**config.mk**
```make
export PLATFORM = sky130hd
export DESIGN_NAME = i2c_master_transfer_sequencer_flat
export DESIGN_NICKNAME = d
export VERILOG_FILES = /design/src/i2cmts_pkg.sv /design/src/i2cmts_if.sv /design/src/i2c_master_transfer_sequencer.sv /design/src/i2cmts_msg_ram.sv /design/src/i2cmts_ctrl.sv /design/src/i2cmts_out_queue.sv /design/src/flat_wrapper.sv
export SDC_FILE = /design/constraint.sdc
export NUM_CORES = 1
export LEC_CHECK = 0
export BUFFER_PORTS_ARGS = -buffer_cell sky130_fd_sc_hd__buf_2
export CORE_UTILIZATION = 48
export CTS_BUF_LIST = sky130_fd_sc_hd__clkbuf_4 sky130_fd_sc_hd__clkbuf_8
export DETAILED_ROUTE_END_ITERATION = 10
export PLACE_DENSITY = 0.62
export SYNTH_ARGS = -nofsm -noshare
export SYNTH_HDL_FRONTEND = slang
export SYNTH_HIERARCHICAL = 1
export SYNTH_SLANG_ARGS = --single-unit
```
**constraint.sdc**
```tcl
create_clock -name clk -period 6.5 [get_ports clk]
set_input_delay 0.65 -clock clk [delete_from_list [all_inputs] [get_ports clk]]
set_output_delay 0.65 -clock clk [all_outputs]
set_load 0.02 [all_outputs]
```
**src/i2cmts_pkg.sv**
```systemverilog
// ----------------------------------------------------------------------------
// i2cmts_pkg
// Shared types and constants for the i2c master transfer sequencer.
// ----------------------------------------------------------------------------
`default_nettype none

package i2cmts_pkg;

  // message store geometry
  localparam int BUFFER_DEPTH = 32;
  localparam int ADDR_W       = (BUFFER_DEPTH > 1) ? $clog2(BUFFER_DEPTH) : 1;

  // result queue geometry
  localparam int OQ_DEPTH = 4;
  localparam int OQ_PTR_W = $clog2(OQ_DEPTH);
  localparam int OQ_CNT_W = OQ_PTR_W + 1;

  // item modes
  typedef enum logic [2:0] {
    MODE_LOAD   = 3'd0,
    MODE_WRITE  = 3'd1,
    MODE_READ   = 3'd2,
    MODE_EVENT  = 3'd3,
    MODE_RDBYTE = 3'd4
  } mode_t;

  // bus actions
  typedef enum logic [2:0] {
    ACT_NONE    = 3'd0,
    ACT_START   = 3'd1,
    ACT_SEND    = 3'd2,
    ACT_RX_ACK  = 3'd3,
    ACT_RX_NACK = 3'd4,
    ACT_STOP    = 3'd5,
    ACT_ABORT   = 3'd6
  } action_t;

  // bus engine status codes
  localparam logic [7:0] ST_START         = 8'h08;
  localparam logic [7:0] ST_RESTART       = 8'h10;
  localparam logic [7:0] ST_MT_ADDR_ACK   = 8'h18;
  localparam logic [7:0] ST_MT_ADDR_NACK  = 8'h20;
  localparam logic [7:0] ST_MT_DATA_ACK   = 8'h28;
  localparam logic [7:0] ST_MT_DATA_NACK  = 8'h30;
  localparam logic [7:0] ST_ARB_LOST      = 8'h38;
  localparam logic [7:0] ST_MR_ADDR_ACK   = 8'h40;
  localparam logic [7:0] ST_MR_ADDR_NACK  = 8'h48;
  localparam logic [7:0] ST_MR_DATA_ACK   = 8'h50;
  localparam logic [7:0] ST_MR_DATA_NACK  = 8'h58;
  localparam logic [7:0] ST_BUS_ERROR     = 8'h00;

  // one accepted input item
  typedef struct packed {
    logic [2:0] mode;
    logic [7:0] slave_address;
    logic [5:0] length;
    logic [4:0] buffer_index;
    logic [7:0] data_byte;
    logic [7:0] status_code;
    logic [7:0] bus_byte_in;
  } item_t;

  // message store access for one item
  typedef struct packed {
    logic              rd_en;
    logic [ADDR_W-1:0] rd_addr;
    logic              wr_en;
    logic [ADDR_W-1:0] wr_addr;
    logic [7:0]        wr_data;
  } mem_req_t;

  // decision waiting for the store read data
  typedef struct packed {
    action_t    action;
    logic       tx_from_mem;
    logic [7:0] tx_byte;
    logic       busy;
    logic       ok;
    logic [5:0] count;
    logic       rd_from_mem;
    logic       rejected;
  } stage_t;

  // finished result
  typedef struct packed {
    logic [2:0] action;
    logic [7:0] bus_byte_out;
    logic       busy_res;
    logic       transfer_ok;
    logic [5:0] byte_count;
    logic [7:0] read_byte;
    logic       rejected;
  } result_t;

endpackage

`default_nettype wire

```
**src/i2cmts_if.sv**
```systemverilog
// ----------------------------------------------------------------------------
// i2cmts channel interfaces
// Valid/ready channels for input items and results.
// ----------------------------------------------------------------------------
`default_nettype none

interface i2cmts_in_if;
  logic       valid;
  logic       ready;
  logic [2:0] mode;
  logic [7:0] slave_address;
  logic [5:0] length;
  logic [4:0] buffer_index;
  logic [7:0] data_byte;
  logic [7:0] status_code;
  logic [7:0] bus_byte_in;

  modport source (
    output valid, mode, slave_address, length, buffer_index, data_byte,
           status_code, bus_byte_in,
    input  ready
  );
  modport sink (
    input  valid, mode, slave_address, length, buffer_index, data_byte,
           status_code, bus_byte_in,
    output ready
  );
endinterface

interface i2cmts_out_if;
  logic       valid;
  logic       ready;
  logic [2:0] action;
  logic [7:0] bus_byte_out;
  logic       busy_res;
  logic       transfer_ok;
  logic [5:0] byte_count;
  logic [7:0] read_byte;
  logic       rejected;

  modport source (
    output valid, action, bus_byte_out, busy_res, transfer_ok, byte_count,
           read_byte, rejected,
    input  ready
  );
  modport sink (
    input  valid, action, bus_byte_out, busy_res, transfer_ok, byte_count,
           read_byte, rejected,
    output ready
  );
endinterface

`default_nettype wire

```
**src/i2c_master_transfer_sequencer.sv**
```systemverilog
// ----------------------------------------------------------------------------
// i2c_master_transfer_sequencer
// Sequences one i2c master transfer over a byte-level bus engine.
// ----------------------------------------------------------------------------
//  channel   direction  handshake      payload
//  in_ch     sink       valid/ready    mode, address, length, index, bytes, status
//  out_ch    source     valid/ready    action, tx byte, busy, ok, count, read byte
//
//  one item accepted per cycle while in_ch is ready; its decision waits in a
//  register for the message store read (one read port, registered data)
//  up to three results wait when out_ch stalls; in_ch stays ready below that
//  synchronous reset clears the transfer state and the result queue only;
//  the message store is not cleared and holds garbage until loaded
// ----------------------------------------------------------------------------
`default_nettype none

module i2c_master_transfer_sequencer
  import i2cmts_pkg::*;
(
  input  wire logic     clk,
  input  wire logic     rst_n,
  i2cmts_in_if.sink     in_ch,
  i2cmts_out_if.source  out_ch
);

  item_t                 item;
  logic                  accept;
  mem_req_t              mem_req;
  stage_t                dec;
  stage_t                s1_r;
  logic                  s1_valid_r;
  logic [7:0]            rdata;
  logic [OQ_CNT_W-1:0]   oq_cnt;

  // input item
  assign item.mode          = in_ch.mode;
  assign item.slave_address = in_ch.slave_address;
  assign item.length        = in_ch.length;
  assign item.buffer_index  = in_ch.buffer_index;
  assign item.data_byte     = in_ch.data_byte;
  assign item.status_code   = in_ch.status_code;
  assign item.bus_byte_in   = in_ch.bus_byte_in;

  // ready while the queue keeps a slot for the item in flight
  assign in_ch.ready = ((OQ_CNT_W + 1)'(oq_cnt) + (OQ_CNT_W + 1)'(s1_valid_r))
                       <= (OQ_CNT_W + 1)'(OQ_DEPTH - 2);
  assign accept      = in_ch.valid && in_ch.ready;

  i2cmts_ctrl u_ctrl (
    .clk     (clk),
    .rst_n   (rst_n),
    .accept  (accept),
    .item    (item),
    .mem_req (mem_req),
    .dec     (dec)
  );

  i2cmts_msg_ram u_ram (
    .clk     (clk),
    .req     (mem_req),
    .rdata_r (rdata)
  );

  // decision waits in a register for the store read data
  always_ff @(posedge clk) begin
    if (!rst_n) begin
      s1_valid_r <= 1'b0;
    end else begin
      s1_valid_r <= accept;
    end
  end

  always_ff @(posedge clk) begin
    if (accept) begin
      s1_r <= dec;
    end
  end

  i2cmts_out_queue u_out_queue (
    .clk    (clk),
    .rst_n  (rst_n),
    .push   (s1_valid_r),
    .stage  (s1_r),
    .rdata  (rdata),
    .cnt_r  (oq_cnt),
    .out_ch (out_ch)
  );

endmodule

`default_nettype wire

```
**src/i2cmts_msg_ram.sv**
```systemverilog
// ----------------------------------------------------------------------------
// i2cmts_msg_ram
// Message store: one write port, one read port with registered read data.
// ----------------------------------------------------------------------------
`default_nettype none

module i2cmts_msg_ram
  import i2cmts_pkg::*;
(
  input  wire logic     clk,
  input  wire mem_req_t req,
  output logic [7:0]    rdata_r
);

  logic [7:0] mem [BUFFER_DEPTH];

  // write port
  always_ff @(posedge clk) begin
    if (req.wr_en) begin
      mem[req.wr_addr] <= req.wr_data;
    end
  end

  // read port, data held until the next read
  always_ff @(posedge clk) begin
    if (req.rd_en) begin
      rdata_r <= mem[req.rd_addr];
    end
  end

endmodule

`default_nettype wire

```
**src/i2cmts_ctrl.sv**
```systemverilog
// ----------------------------------------------------------------------------
// i2cmts_ctrl
// Transfer state and per-item decision; issues the message store access.
// ----------------------------------------------------------------------------
`default_nettype none

module i2cmts_ctrl
  import i2cmts_pkg::*;
(
  input  wire logic  clk,
  input  wire logic  rst_n,
  input  wire logic  accept,
  input  wire item_t item,
  output mem_req_t   mem_req,
  output stage_t     dec
);

  logic [7:0] addr_r, addr_nxt;
  logic [5:0] len_r, len_nxt;
  logic [5:0] pos_r, pos_nxt;
  logic       ok_r, ok_nxt;
  logic       busy_r, busy_nxt;

  logic       room;
  logic       idx_ok;
  logic [5:0] pos_plus;
  logic [5:0] len_clamp;

  // store has space at the current position
  assign room      = (pos_r < len_r) && (32'(pos_r) < BUFFER_DEPTH);
  assign idx_ok    = 32'(item.buffer_index) < BUFFER_DEPTH;
  assign pos_plus  = pos_r + 6'd1;
  assign len_clamp = (32'(item.length) > BUFFER_DEPTH) ? 6'(BUFFER_DEPTH) : item.length;

  // decision for the item at the port
  always_comb begin
    addr_nxt    = addr_r;
    len_nxt     = len_r;
    pos_nxt     = pos_r;
    ok_nxt      = ok_r;
    busy_nxt    = busy_r;
    mem_req     = '0;
    dec         = '0;
    dec.action  = ACT_NONE;

    case (mode_t'(item.mode))
      MODE_LOAD: begin
        if (busy_r) begin
          dec.rejected = 1'b1;
        end else if (idx_ok) begin
          mem_req.wr_en   = 1'b1;
          mem_req.wr_addr = ADDR_W'(item.buffer_index);
          mem_req.wr_data = item.data_byte;
        end
      end
      MODE_WRITE, MODE_READ: begin
        if (busy_r) begin
          dec.rejected = 1'b1;
        end else begin
          addr_nxt   = (mode_t'(item.mode) == MODE_WRITE) ?
                       {item.slave_address[7:1], 1'b0} :
                       {item.slave_address[7:1], 1'b1};
          len_nxt    = len_clamp;
          pos_nxt    = '0;
          ok_nxt     = 1'b0;
          busy_nxt   = 1'b1;
          dec.action = ACT_START;
        end
      end
      MODE_EVENT: begin
        if (busy_r) begin
          case (item.status_code)
            ST_START, ST_RESTART: begin
              pos_nxt     = '0;
              dec.tx_byte = addr_r;
              dec.action  = ACT_SEND;
            end
            ST_ARB_LOST: begin
              dec.action = ACT_START;
            end
            ST_MT_ADDR_ACK, ST_MT_DATA_ACK: begin
              if (room) begin
                mem_req.rd_en   = 1'b1;
                mem_req.rd_addr = ADDR_W'(pos_r);
                dec.tx_from_mem = 1'b1;
                pos_nxt         = pos_plus[5:0];
                dec.action      = ACT_SEND;
              end else begin
                ok_nxt     = 1'b1;
                busy_nxt   = 1'b0;
                dec.action = ACT_STOP;
              end
            end
            ST_MR_ADDR_ACK: begin
              dec.action = (len_r > 6'd1) ? ACT_RX_ACK : ACT_RX_NACK;
            end
            ST_MR_DATA_ACK: begin
              if (room) begin
                mem_req.wr_en   = 1'b1;
                mem_req.wr_addr = ADDR_W'(pos_r);
                mem_req.wr_data = item.bus_byte_in;
                pos_nxt         = pos_plus[5:0];
              end
              // ack while another byte still fits after this one
              dec.action = (({1'b0, pos_nxt} + 7'd1) < {1'b0, len_r}) ?
                           ACT_RX_ACK : ACT_RX_NACK;
            end
            ST_MR_DATA_NACK: begin
              if (room) begin
                mem_req.wr_en   = 1'b1;
                mem_req.wr_addr = ADDR_W'(pos_r);
                mem_req.wr_data = item.bus_byte_in;
                pos_nxt         = pos_plus[5:0];
              end
              len_nxt    = pos_nxt;
              ok_nxt     = 1'b1;
              busy_nxt   = 1'b0;
              dec.action = ACT_STOP;
            end
            default: begin
              // nack, bus error or unknown code
              len_nxt    = pos_r;
              busy_nxt   = 1'b0;
              dec.action = ACT_ABORT;
            end
          endcase
        end
      end
      MODE_RDBYTE: begin
        if (idx_ok) begin
          mem_req.rd_en   = 1'b1;
          mem_req.rd_addr = ADDR_W'(item.buffer_index);
          dec.rd_from_mem = 1'b1;
        end
      end
      default: begin
      end
    endcase

    // nothing happens without a transfer
    if (!accept) begin
      mem_req = '0;
    end

    dec.busy  = busy_nxt;
    dec.ok    = ok_nxt;
    dec.count = pos_nxt;
  end

  // transfer state
  always_ff @(posedge clk) begin
    if (!rst_n) begin
      addr_r <= '0;
      len_r  <= '0;
      pos_r  <= '0;
      ok_r   <= 1'b0;
      busy_r <= 1'b0;
    end else if (accept) begin
      addr_r <= addr_nxt;
      len_r  <= len_nxt;
      pos_r  <= pos_nxt;
      ok_r   <= ok_nxt;
      busy_r <= busy_nxt;
    end
  end

endmodule

`default_nettype wire

```
**src/i2cmts_out_queue.sv**
```systemverilog
// ----------------------------------------------------------------------------
// i2cmts_out_queue
// Merges store read data into the decision and buffers finished results.
// ----------------------------------------------------------------------------
`default_nettype none

module i2cmts_out_queue
  import i2cmts_pkg::*;
(
  input  wire logic        clk,
  input  wire logic        rst_n,
  input  wire logic        push,
  input  wire stage_t      stage,
  input  wire logic [7:0]  rdata,
  output logic [OQ_CNT_W-1:0] cnt_r,
  i2cmts_out_if.source     out_ch
);

  result_t               q_r [OQ_DEPTH];
  logic [OQ_PTR_W-1:0]   wr_ptr_r, rd_ptr_r;
  logic [OQ_CNT_W-1:0]   cnt_nxt;
  logic                  pop;
  result_t               res;
  result_t               head;

  // finished result from decision and read data
  always_comb begin
    res.action       = stage.action;
    res.bus_byte_out = stage.tx_from_mem ? rdata : stage.tx_byte;
    res.busy_res     = stage.busy;
    res.transfer_ok  = stage.ok;
    res.byte_count   = stage.count;
    res.read_byte    = stage.rd_from_mem ? rdata : 8'h00;
    res.rejected     = stage.rejected;
  end

  assign pop     = out_ch.valid && out_ch.ready;
  assign cnt_nxt = cnt_r + OQ_CNT_W'(push) - OQ_CNT_W'(pop);

  // queue storage
  always_ff @(posedge clk) begin
    if (push) begin
      q_r[wr_ptr_r] <= res;
    end
  end

  // queue pointers
  always_ff @(posedge clk) begin
    if (!rst_n) begin
      wr_ptr_r <= '0;
      rd_ptr_r <= '0;
      cnt_r    <= '0;
    end else begin
      if (push) wr_ptr_r <= wr_ptr_r + OQ_PTR_W'(1);
      if (pop)  rd_ptr_r <= rd_ptr_r + OQ_PTR_W'(1);
      cnt_r <= cnt_nxt;
    end
  end

  // head of queue to the port
  assign head                = q_r[rd_ptr_r];
  assign out_ch.valid        = (cnt_r != '0);
  assign out_ch.action       = head.action;
  assign out_ch.bus_byte_out = head.bus_byte_out;
  assign out_ch.busy_res     = head.busy_res;
  assign out_ch.transfer_ok  = head.transfer_ok;
  assign out_ch.byte_count   = head.byte_count;
  assign out_ch.read_byte    = head.read_byte;
  assign out_ch.rejected     = head.rejected;

endmodule

`default_nettype wire
```
**src/flat_wrapper.sv**
```systemverilog
// flat-port wrapper written by rule: the top's interface ports become plain ports
module i2c_master_transfer_sequencer_flat import i2cmts_pkg::*;
  (clk, rst_n, in_ch_valid, in_ch_mode, in_ch_slave_address, in_ch_length, in_ch_buffer_index, in_ch_data_byte, in_ch_status_code, in_ch_bus_byte_in, in_ch_ready, out_ch_valid, out_ch_action, out_ch_bus_byte_out, out_ch_busy_res, out_ch_transfer_ok, out_ch_byte_count, out_ch_read_byte, out_ch_rejected, out_ch_ready);
  i2cmts_in_if in_ch_i ();
  i2cmts_out_if out_ch_i ();
  input  wire logic clk;
  input  wire logic rst_n;
  input wire logic [$bits(in_ch_i.valid)-1:0] in_ch_valid;
  input wire logic [$bits(in_ch_i.mode)-1:0] in_ch_mode;
  input wire logic [$bits(in_ch_i.slave_address)-1:0] in_ch_slave_address;
  input wire logic [$bits(in_ch_i.length)-1:0] in_ch_length;
  input wire logic [$bits(in_ch_i.buffer_index)-1:0] in_ch_buffer_index;
  input wire logic [$bits(in_ch_i.data_byte)-1:0] in_ch_data_byte;
  input wire logic [$bits(in_ch_i.status_code)-1:0] in_ch_status_code;
  input wire logic [$bits(in_ch_i.bus_byte_in)-1:0] in_ch_bus_byte_in;
  output wire logic [$bits(in_ch_i.ready)-1:0] in_ch_ready;
  output wire logic [$bits(out_ch_i.valid)-1:0] out_ch_valid;
  output wire logic [$bits(out_ch_i.action)-1:0] out_ch_action;
  output wire logic [$bits(out_ch_i.bus_byte_out)-1:0] out_ch_bus_byte_out;
  output wire logic [$bits(out_ch_i.busy_res)-1:0] out_ch_busy_res;
  output wire logic [$bits(out_ch_i.transfer_ok)-1:0] out_ch_transfer_ok;
  output wire logic [$bits(out_ch_i.byte_count)-1:0] out_ch_byte_count;
  output wire logic [$bits(out_ch_i.read_byte)-1:0] out_ch_read_byte;
  output wire logic [$bits(out_ch_i.rejected)-1:0] out_ch_rejected;
  input wire logic [$bits(out_ch_i.ready)-1:0] out_ch_ready;
  assign in_ch_i.valid = in_ch_valid;
  assign in_ch_i.mode = in_ch_mode;
  assign in_ch_i.slave_address = in_ch_slave_address;
  assign in_ch_i.length = in_ch_length;
  assign in_ch_i.buffer_index = in_ch_buffer_index;
  assign in_ch_i.data_byte = in_ch_data_byte;
  assign in_ch_i.status_code = in_ch_status_code;
  assign in_ch_i.bus_byte_in = in_ch_bus_byte_in;
  assign in_ch_ready = in_ch_i.ready;
  assign out_ch_valid = out_ch_i.valid;
  assign out_ch_action = out_ch_i.action;
  assign out_ch_bus_byte_out = out_ch_i.bus_byte_out;
  assign out_ch_busy_res = out_ch_i.busy_res;
  assign out_ch_transfer_ok = out_ch_i.transfer_ok;
  assign out_ch_byte_count = out_ch_i.byte_count;
  assign out_ch_read_byte = out_ch_i.read_byte;
  assign out_ch_rejected = out_ch_i.rejected;
  assign out_ch_i.ready = out_ch_ready;
  i2c_master_transfer_sequencer u_core (.clk(clk), .rst_n(rst_n), .in_ch(in_ch_i), .out_ch(out_ch_i));
endmodule
```
==> results of run 1 <==
[layout make-up]
class                   instances  area, um2  area share [%]
well taps                     504        631            3.09
inverters                      16       60.1           0.294
diodes                          2       5.00          0.0245
multi-input cells             506       5190            25.4
repair buffers                102        596            2.92
clock inverters                28        156           0.766
flip-flops and latches        430      12600            61.6
clock buffers                  97       1200            5.86
[cell usage after synthesis (3+ instances only)]
library cell and n:
edfxtp_1 398, mux4_2 100, nor2_1 63, nand2_1 40
dfxtp_1 32, and2_1 29, clkbuf_1 25, ha_1 21
nand3_1 20, a22oi_1 18, a21oi_1 17, nor2b_1 17
mux2_2 16, inv_1 14, o21ai_1 12, buf_2 10
o21ai_0 10, xnor2_1 10, a21boi_1 9, buf_4 8
mux2i_1 8, mux4_1 8, nand3b_1 8, nor3_1 8
nand2b_1 7, a21o_1 5, buf_1 5, nand4_1 5
o211ai_1 5, xor2_1 5, a221oi_1 4, a32oi_1 4
nor3b_1 4, or3_1 4, a31oi_1 3, and3_1 3
buf_6 3, o21a_1 3, or3b_2 3
[report_power, final]
group | switching (mW) | internal (mW) | total (mW)
combinational | 0.438 | 0.324 | 0.762
sequential | 0.0976 | 3.14 | 3.24
clock | 1.03 | 1.23 | 2.26
total | 1.56 | 4.70 | 6.26
[worst max-delay path by stage]
stage                               to  slack, ps  cells past startpoint
2_1_floorplan  u_core/u_ram/rdata_r[0]       1830                     13
4_1_cts                u_core/s1_r[20]       1520                     16
5_1_grt                u_core/s1_r[20]       1200                     16
6_report               u_core/s1_r[20]       1510                     16
3_3_place_gp           u_core/s1_r[20]       1620                     16
3_5_place_dp           u_core/s1_r[20]       1590                     16
[sequential cells by signal, indices dropped and copies added (netlist names), 3 cells and up, named ones only]
name	count
u_core/u_ctrl/addr_r	8
u_core/u_ram/mem	256
u_core/s1_r	22
u_core/u_ctrl/pos_r	6
u_core/u_out_queue/q_r	112
u_core/u_ram/rdata_r	8
u_core/u_out_queue/cnt_r	3
u_core/u_ctrl/len_r	6
[worst register-to-register path, delay by kind of cell, from the launching register on]
kind,cells,cell delay [ps]
AOI/OAI and AO/OA,8,2370
adders and majority gates,3,990
DFF,1,700
and+or+nand+nor,3,300
buffers and inverters,1,280
xor gates and xnor gates,1,210
[metal layers]
layer / routed length (um) / track usage, % / vias up
li1: - / - / 4306
met1: 16400 / 27.8 / 4845
met2: 18200 / 32.3 / 292
met3: 1980 / 3.76 / 69
met4: 879 / 7.00 / 0
met5: 0 / 0 / -
[metrics by stage]
step           power [mW]  instances  utilization, %  worst slack [ps]  cell area, um2
3_5_place_dp         4.07       1558            51.7              1590           19100
3_3_place_gp         4.06       1558            51.7              1620           19100
6_report             6.26       1685            55.4              1510           20400
5_1_grt              6.52       1684            55.4              1200           20400
4_1_cts              6.34       1683            55.4              1520           20400
2_1_floorplan        3.84       1005               -              1830           18100
[cells by family after synthesis]
kind of cell / synth area share (%)
flip-flops: 69.7
AND/OR/NAND/NOR: 6.59
multiplexers: 15.1
AO/OA/AOI/OAI: 4.31
buffers and inverters: 1.97
adder cells (fa/ha/maj): 1.56
XOR/XNOR: 0.851
[layout by cell type (no fill, tap or decap), drive strengths merged, types with 18 or more instances in the layout]
master  synthesis  routed
a21oi          18      18
and2           29      29
edfxtp        398     398
o21ai          22      22
ha             21      21
a22oi          18      18
mux4          108     108
nand2          40      40
nand3          20      20
clkbuf         25      97
nor2           64      64
dfxtp          32      32
clkinv          0      24
buf            28     102
==> results.yml, run 1 <==
outcome:
  status: "finished clean"
critical_path:
  cp_top_family: "compound AO/OA/AOI/OAI gates"
  reg2reg_slack_ps: 1510
  arrival_ps: 5430
  critPathMaxStageDelay_ps: 700
  cp_cell_sequence: "ha_1 -> nand4_1 -> o211ai_2 -> inv_2 -> ha_1 -> nand2_1 -> a221oi_1 -> a31oi_1 -> xnor2_1 -> ha_1 -> nand3_1 -> a21oi_1 -> a2111oi_1 -> a21boi_1 -> a41oi_2 -> o41a_1"
  cp-end-kind: "flip-flop"
  cp_common_cell: "ha_1"
  cp-start-kind: "flip-flop"
  crit_start: "u_core/u_ctrl/pos_r[2]"
  critPathKind: "flip-flop to flip-flop"
  crit_required_ps: 6940
  r2r-start: "u_core/u_ctrl/pos_r[2]"
  slowest_stage: "dfxtp_1"
  reg2reg_to: "u_core/s1_r[20]"
  r2r_cells: 16
  path_max_fanout: 16
  worst-path-buf-inv: 1
power_and_ir_drop:
  power_density_mw_per_mm2: 306
  ir_worst_vdd_uv: 167
  total_leakage_power_nw: 6.21
routing:
  ant_nets: 0
  dr.pass1.iters: 5
  wl_per_cell_um: 22.2
  vias: 9512
  first_iter_violations: 632
  viasPerCell: 5.65
  drc: 0
  routed_wl_mm: 37.5
global_routing:
  grt_max_degree: 44
  gr-total-overflow: 0
  grt_pass1_wl_mm: 57.6
  track_usage_pct: 20.1
  grt_pass1_vias: 9620
  antenna_found_initial: 1
clock_tree:
  cts-root-buf: "clkbuf_8"
  numCtsBuffers: 71
  clock_path_buffers: 3
  clkSlewWorstSetupHoldPaths_ps: 60
  cts_max_level: 3
  cts_resized: 0
  worst_skew_pair.late_latency_ps: 590
  hold_buffers: 0
  cts_sinks: 430
  post_cts_buffers: 0
  cts_tree: "done"
synthesis:
  ys_seq_area_share_pct: 69.7
  postSynthCellCount: 1005
  ys_warn_count: 6
  synth.distinct_cells: 72
  syn_nets: 1077
  yosysTopAreaCellShare_pct: 66.1
  avgSynthCellArea_um2: 18.0
  synthFlopType: "edfxtp_1"
  syn_area_mm2: 0.0181
  yosysTopAreaCell: "edfxtp_1"
  synth_edf_count: 398
  ys_ff_latch: 430
  synth.area.top_cells: "edfxtp_1, mux4_2, dfxtp_1, ha_1, nor2_1"
  async_reset_ff_share_pct: 0
timing:
  rsz0062_at_grt: "no"
  skew_ps: 23.8
  relSlewSlack_pct: 34.7
  slew_violations: 0
  hold_violations: 0
  finalSetupTns_ps: 0
  fmax_mhz: 200
  period_minus_slack_ps: 4990
  whs_ps: 330
  timing_worst_slew_pin_value_ps: 980
  setup_violations: 0
  min_period_over_period_pct: 76.8
die:
  core_mm2: 0.0369
  fp.dieH_um: 196
  rows: 70
  die_w_um: 196
  die-area_mm2: 0.0384
  initial_core_util_pct: 49.0
  ios: 80
finish:
  area.growth.synth_to_final_pct: 13.0
  layout.nets: 1199
  fillCellCount: 2900
  drive_gt1_share_pct: 30.4
job:
  cap_violations: 0
placed_design:
  dp_hpwl_mm: 23.5
  numPortBuffers: 78
  gp_congestion: 0.863
hold_path:
  hold_class: "primary input to flip-flop"
  min_from: "in_ch_length[2]"
  holdPathStages: 3
  hold_end: "u_core/u_ctrl/len_r[2]"
(Power assumes the default switching activity.)
==> run 2, diff against run 1 <==
--- a/config.mk
+++ b/config.mk
@@ -9,7 +9,7 @@
 export CORE_UTILIZATION = 48
 export CTS_BUF_LIST = sky130_fd_sc_hd__clkbuf_4 sky130_fd_sc_hd__clkbuf_8
 export DETAILED_ROUTE_END_ITERATION = 10
-export PLACE_DENSITY = 0.62
+export PLACE_DENSITY = 0.64
 export SYNTH_ARGS = -nofsm -noshare
 export SYNTH_HDL_FRONTEND = slang
 export SYNTH_HIERARCHICAL = 1
==> constraint.sdc (replaced) <==
create_clock -name clk -period 4 [get_ports clk]
set_input_delay 0.4 -clock clk [delete_from_list [all_inputs] [get_ports clk]]
set_output_delay 0.4 -clock clk [all_outputs]
set_load 0.02 [all_outputs]
==> run 2 against run 1 <==
Register-to-register slack got worse by 1300 ps. Die area did not move. Critical path type unchanged. Fmax is 30% higher. Highest routed layer unchanged. Via count up 2.3%.
==> results.yml, run 2 (synthesis gave the netlist of run 1 again) <==
global_routing:
  grt_pass1_wl_mm: 58.3
  gr-total-overflow: 0
  grt_max_degree: 44
  antenna_found_initial: 3
  grt_pass1_vias: 9751
  track_usage_pct: 20.6
critical_path:
  arrival_ps: 4060
  critPathMaxStageDelay_ps: 820
  cp_cell_sequence: "inv_1 -> ha_1 -> a21oi_1 -> nor2b_2 -> o211ai_2 -> inv_2 -> buf_4 -> and3_1 -> a22oi_1 -> nor2_1 -> nand3_1 -> nor2_1"
  cp-end-kind: "flip-flop"
  slowest_stage: "nor2_1"
  crit_required_ps: 4220
  cp_common_cell: "nor2_1"
  path_max_fanout: 10
  critPathKind: "flip-flop to flip-flop"
  cp-start-kind: "flip-flop"
timing:
  skew_ps: 29.1
  setup_ws_ps: 164
  timing_worst_slew_pin_value_ps: 1020
  slew_violations: 0
  hold_violations: 0
  relSlewSlack_pct: 31.8
  min_period_over_period_pct: 95.9
  period_minus_slack_ps: 3840
  fmax_mhz: 261
  setup_violations: 0
power_and_ir_drop:
  power_density_mw_per_mm2: 491
  p_comb_share_pct: 13.0
  power_mw: 10.3
  switching_share_pct: 24.6
  ir_worst_vdd_uv: 307
  p_seq_share_pct: 51.1
  p_sw_mw: 2.53
  intPower_mw: 7.75
  total_leakage_power_nw: 6.51
  p_clk_share_pct: 35.9
finish:
  largest_reg_flops: 256
  fin_cells: 1737
  layout_common_cells: "edfxtp_1, mux4_2, buf_2"
  drive_gt1_share_pct: 34.1
  final_area_mm2: 0.0209
  area.growth.synth_to_final_pct: 15.9
  reg_top3: "u_core/u_ram/mem x256, u_core/u_out_queue/q_r x112, u_core/s1_r x22"
  mostFrequentLayoutCell: "edfxtp_1"
  regMostFlops: "u_core/u_ram/mem"
  layout.nets: 1251
  fillCellCount: 2865
placed_design:
  numPortBuffers: 78
  place_area_mm2: 0.0195
  dpl.cell_count: 1612
  dp_hpwl_mm: 24.6
  gp_congestion: 0.900
  pre_cts_ws_ps: 130
clock_tree:
  cts_tree: "done"
  cts_sinks: 430
  numCtsBuffers: 69
  clock_path_buffers: 3
  cts-root-buf: "clkbuf_8"
  worst_skew_pair.late_latency_ps: 600
  clkSlewWorstSetupHoldPaths_ps: 60
  cts_max_level: 3
routing:
  viasPerCell: 5.60
  first_iter_violations: 701
  routed_wl_mm: 38.2
  drc: 0
  wl_per_cell_um: 22.0
  dr.pass1.iters: 5
  ant_nets: 0
  vias: 9728
die:
  ios: 80
  rows: 70
  die-area_mm2: 0.0384
  die_w_um: 196
  fp.dieH_um: 196
  initial_core_util_pct: 49.0
  core_mm2: 0.0369
job:
  cap_violations: 0
hold_path:
  hold_class: "primary input to flip-flop"
outcome:
  status: "finished clean"
==> run 2: cell types whose count changed in the layout (fill, tap and decap cells not counted), moves of 2 or more <==
cell and change:
buf_12 +6, buf_4 +48, clkinv_2 -7, clkinv_1 -5
ha_1 -2, ha_4 +2, clkbuf_4 +9, nor2b_2 +2
==> run 2: stage by stage <==
stage | hold slack [ps] | util (%) | setup TNS, ps
2_1_floorplan | 430 | - | 0
3_3_place_gp | 438 | 53.0 | 0
3_5_place_dp | 441 | 53.0 | 0
4_1_cts | 40.7 | 56.7 | 0
5_1_grt | 62.2 | 56.8 | -0.0284
6_report | 90.6 | 56.8 | 0
==> run 2: per-layer routing <==
layer	wire [um]	vias to the layer above	GRT usage (%)	share of wire (%)
met5	0	-	0	0
met4	952	0	7.52	2.5
met3	2180	66	4.38	5.7
met2	18500	297	32.2	48
met1	16600	4957	28.9	43
li1	-	4408	-	-
==> run 2: what timing repair did <==
item,in CTS,in global routing
hold buffers,0,0
setup buffers,0,0
hold endpoints to repair,0,0
setup endpoints to repair,0,42
gates resized for setup,0,6
==> run 2: path summary, 6_finish.rpt <==
path / cells after the start / slack [ps] / startpoint / end
max reg2reg: 12 / 160 / u_core/u_ctrl/len_r[5] / u_core/u_ram/mem[7][5]
max: 12 / 160 / u_core/u_ctrl/len_r[5] / u_core/u_ram/mem[7][5]
min reg2reg: 2 / 450 / u_core/u_ctrl/addr_r[6] / u_core/u_ctrl/addr_r[6]
min: 3 / 90 / in_ch_length[4] / u_core/u_ctrl/len_r[4]
==> run 2: power groups by stage <==
stage | logic (mW) | clock network [mW] | registers (mW)
final | 1.34 | 3.69 | 5.25
after global routing | 1.46 | 3.96 | 5.28
after global placement | 1.32 | 0 | 5.34
after CTS | 1.33 | 3.78 | 5.26
after floorplan | 1.00 | 0 | 5.25
after detailed placement | 1.33 | 0 | 5.35
==> run 2: critical path, delay by kind of cell, from the launching register on <==
| kind | cells | cell delay (ps) |
|---|---|---|
| flip-flops | 1 | 300 |
| buffers and inverters | 3 | 380 |
| adder cells (fa/ha/maj) | 1 | 340 |
| AO/OA/AOI/OAI | 3 | 430 |
| AND/OR/NAND/NOR | 5 | 2000 |
==> run 2: area by class of cell <==
cell class              count  area, um2  share of cell area [%]
diodes                      3       7.51                  0.0358
clock buffers             105       1250                    5.97
clock inverters            17        108                   0.514
inverters                  16       60.1                   0.287
multi-input cells         506       5220                    24.9
flip-flops and latches    430      12600                    60.1
well taps                 504        631                    3.01
repair buffers            156       1080                    5.14
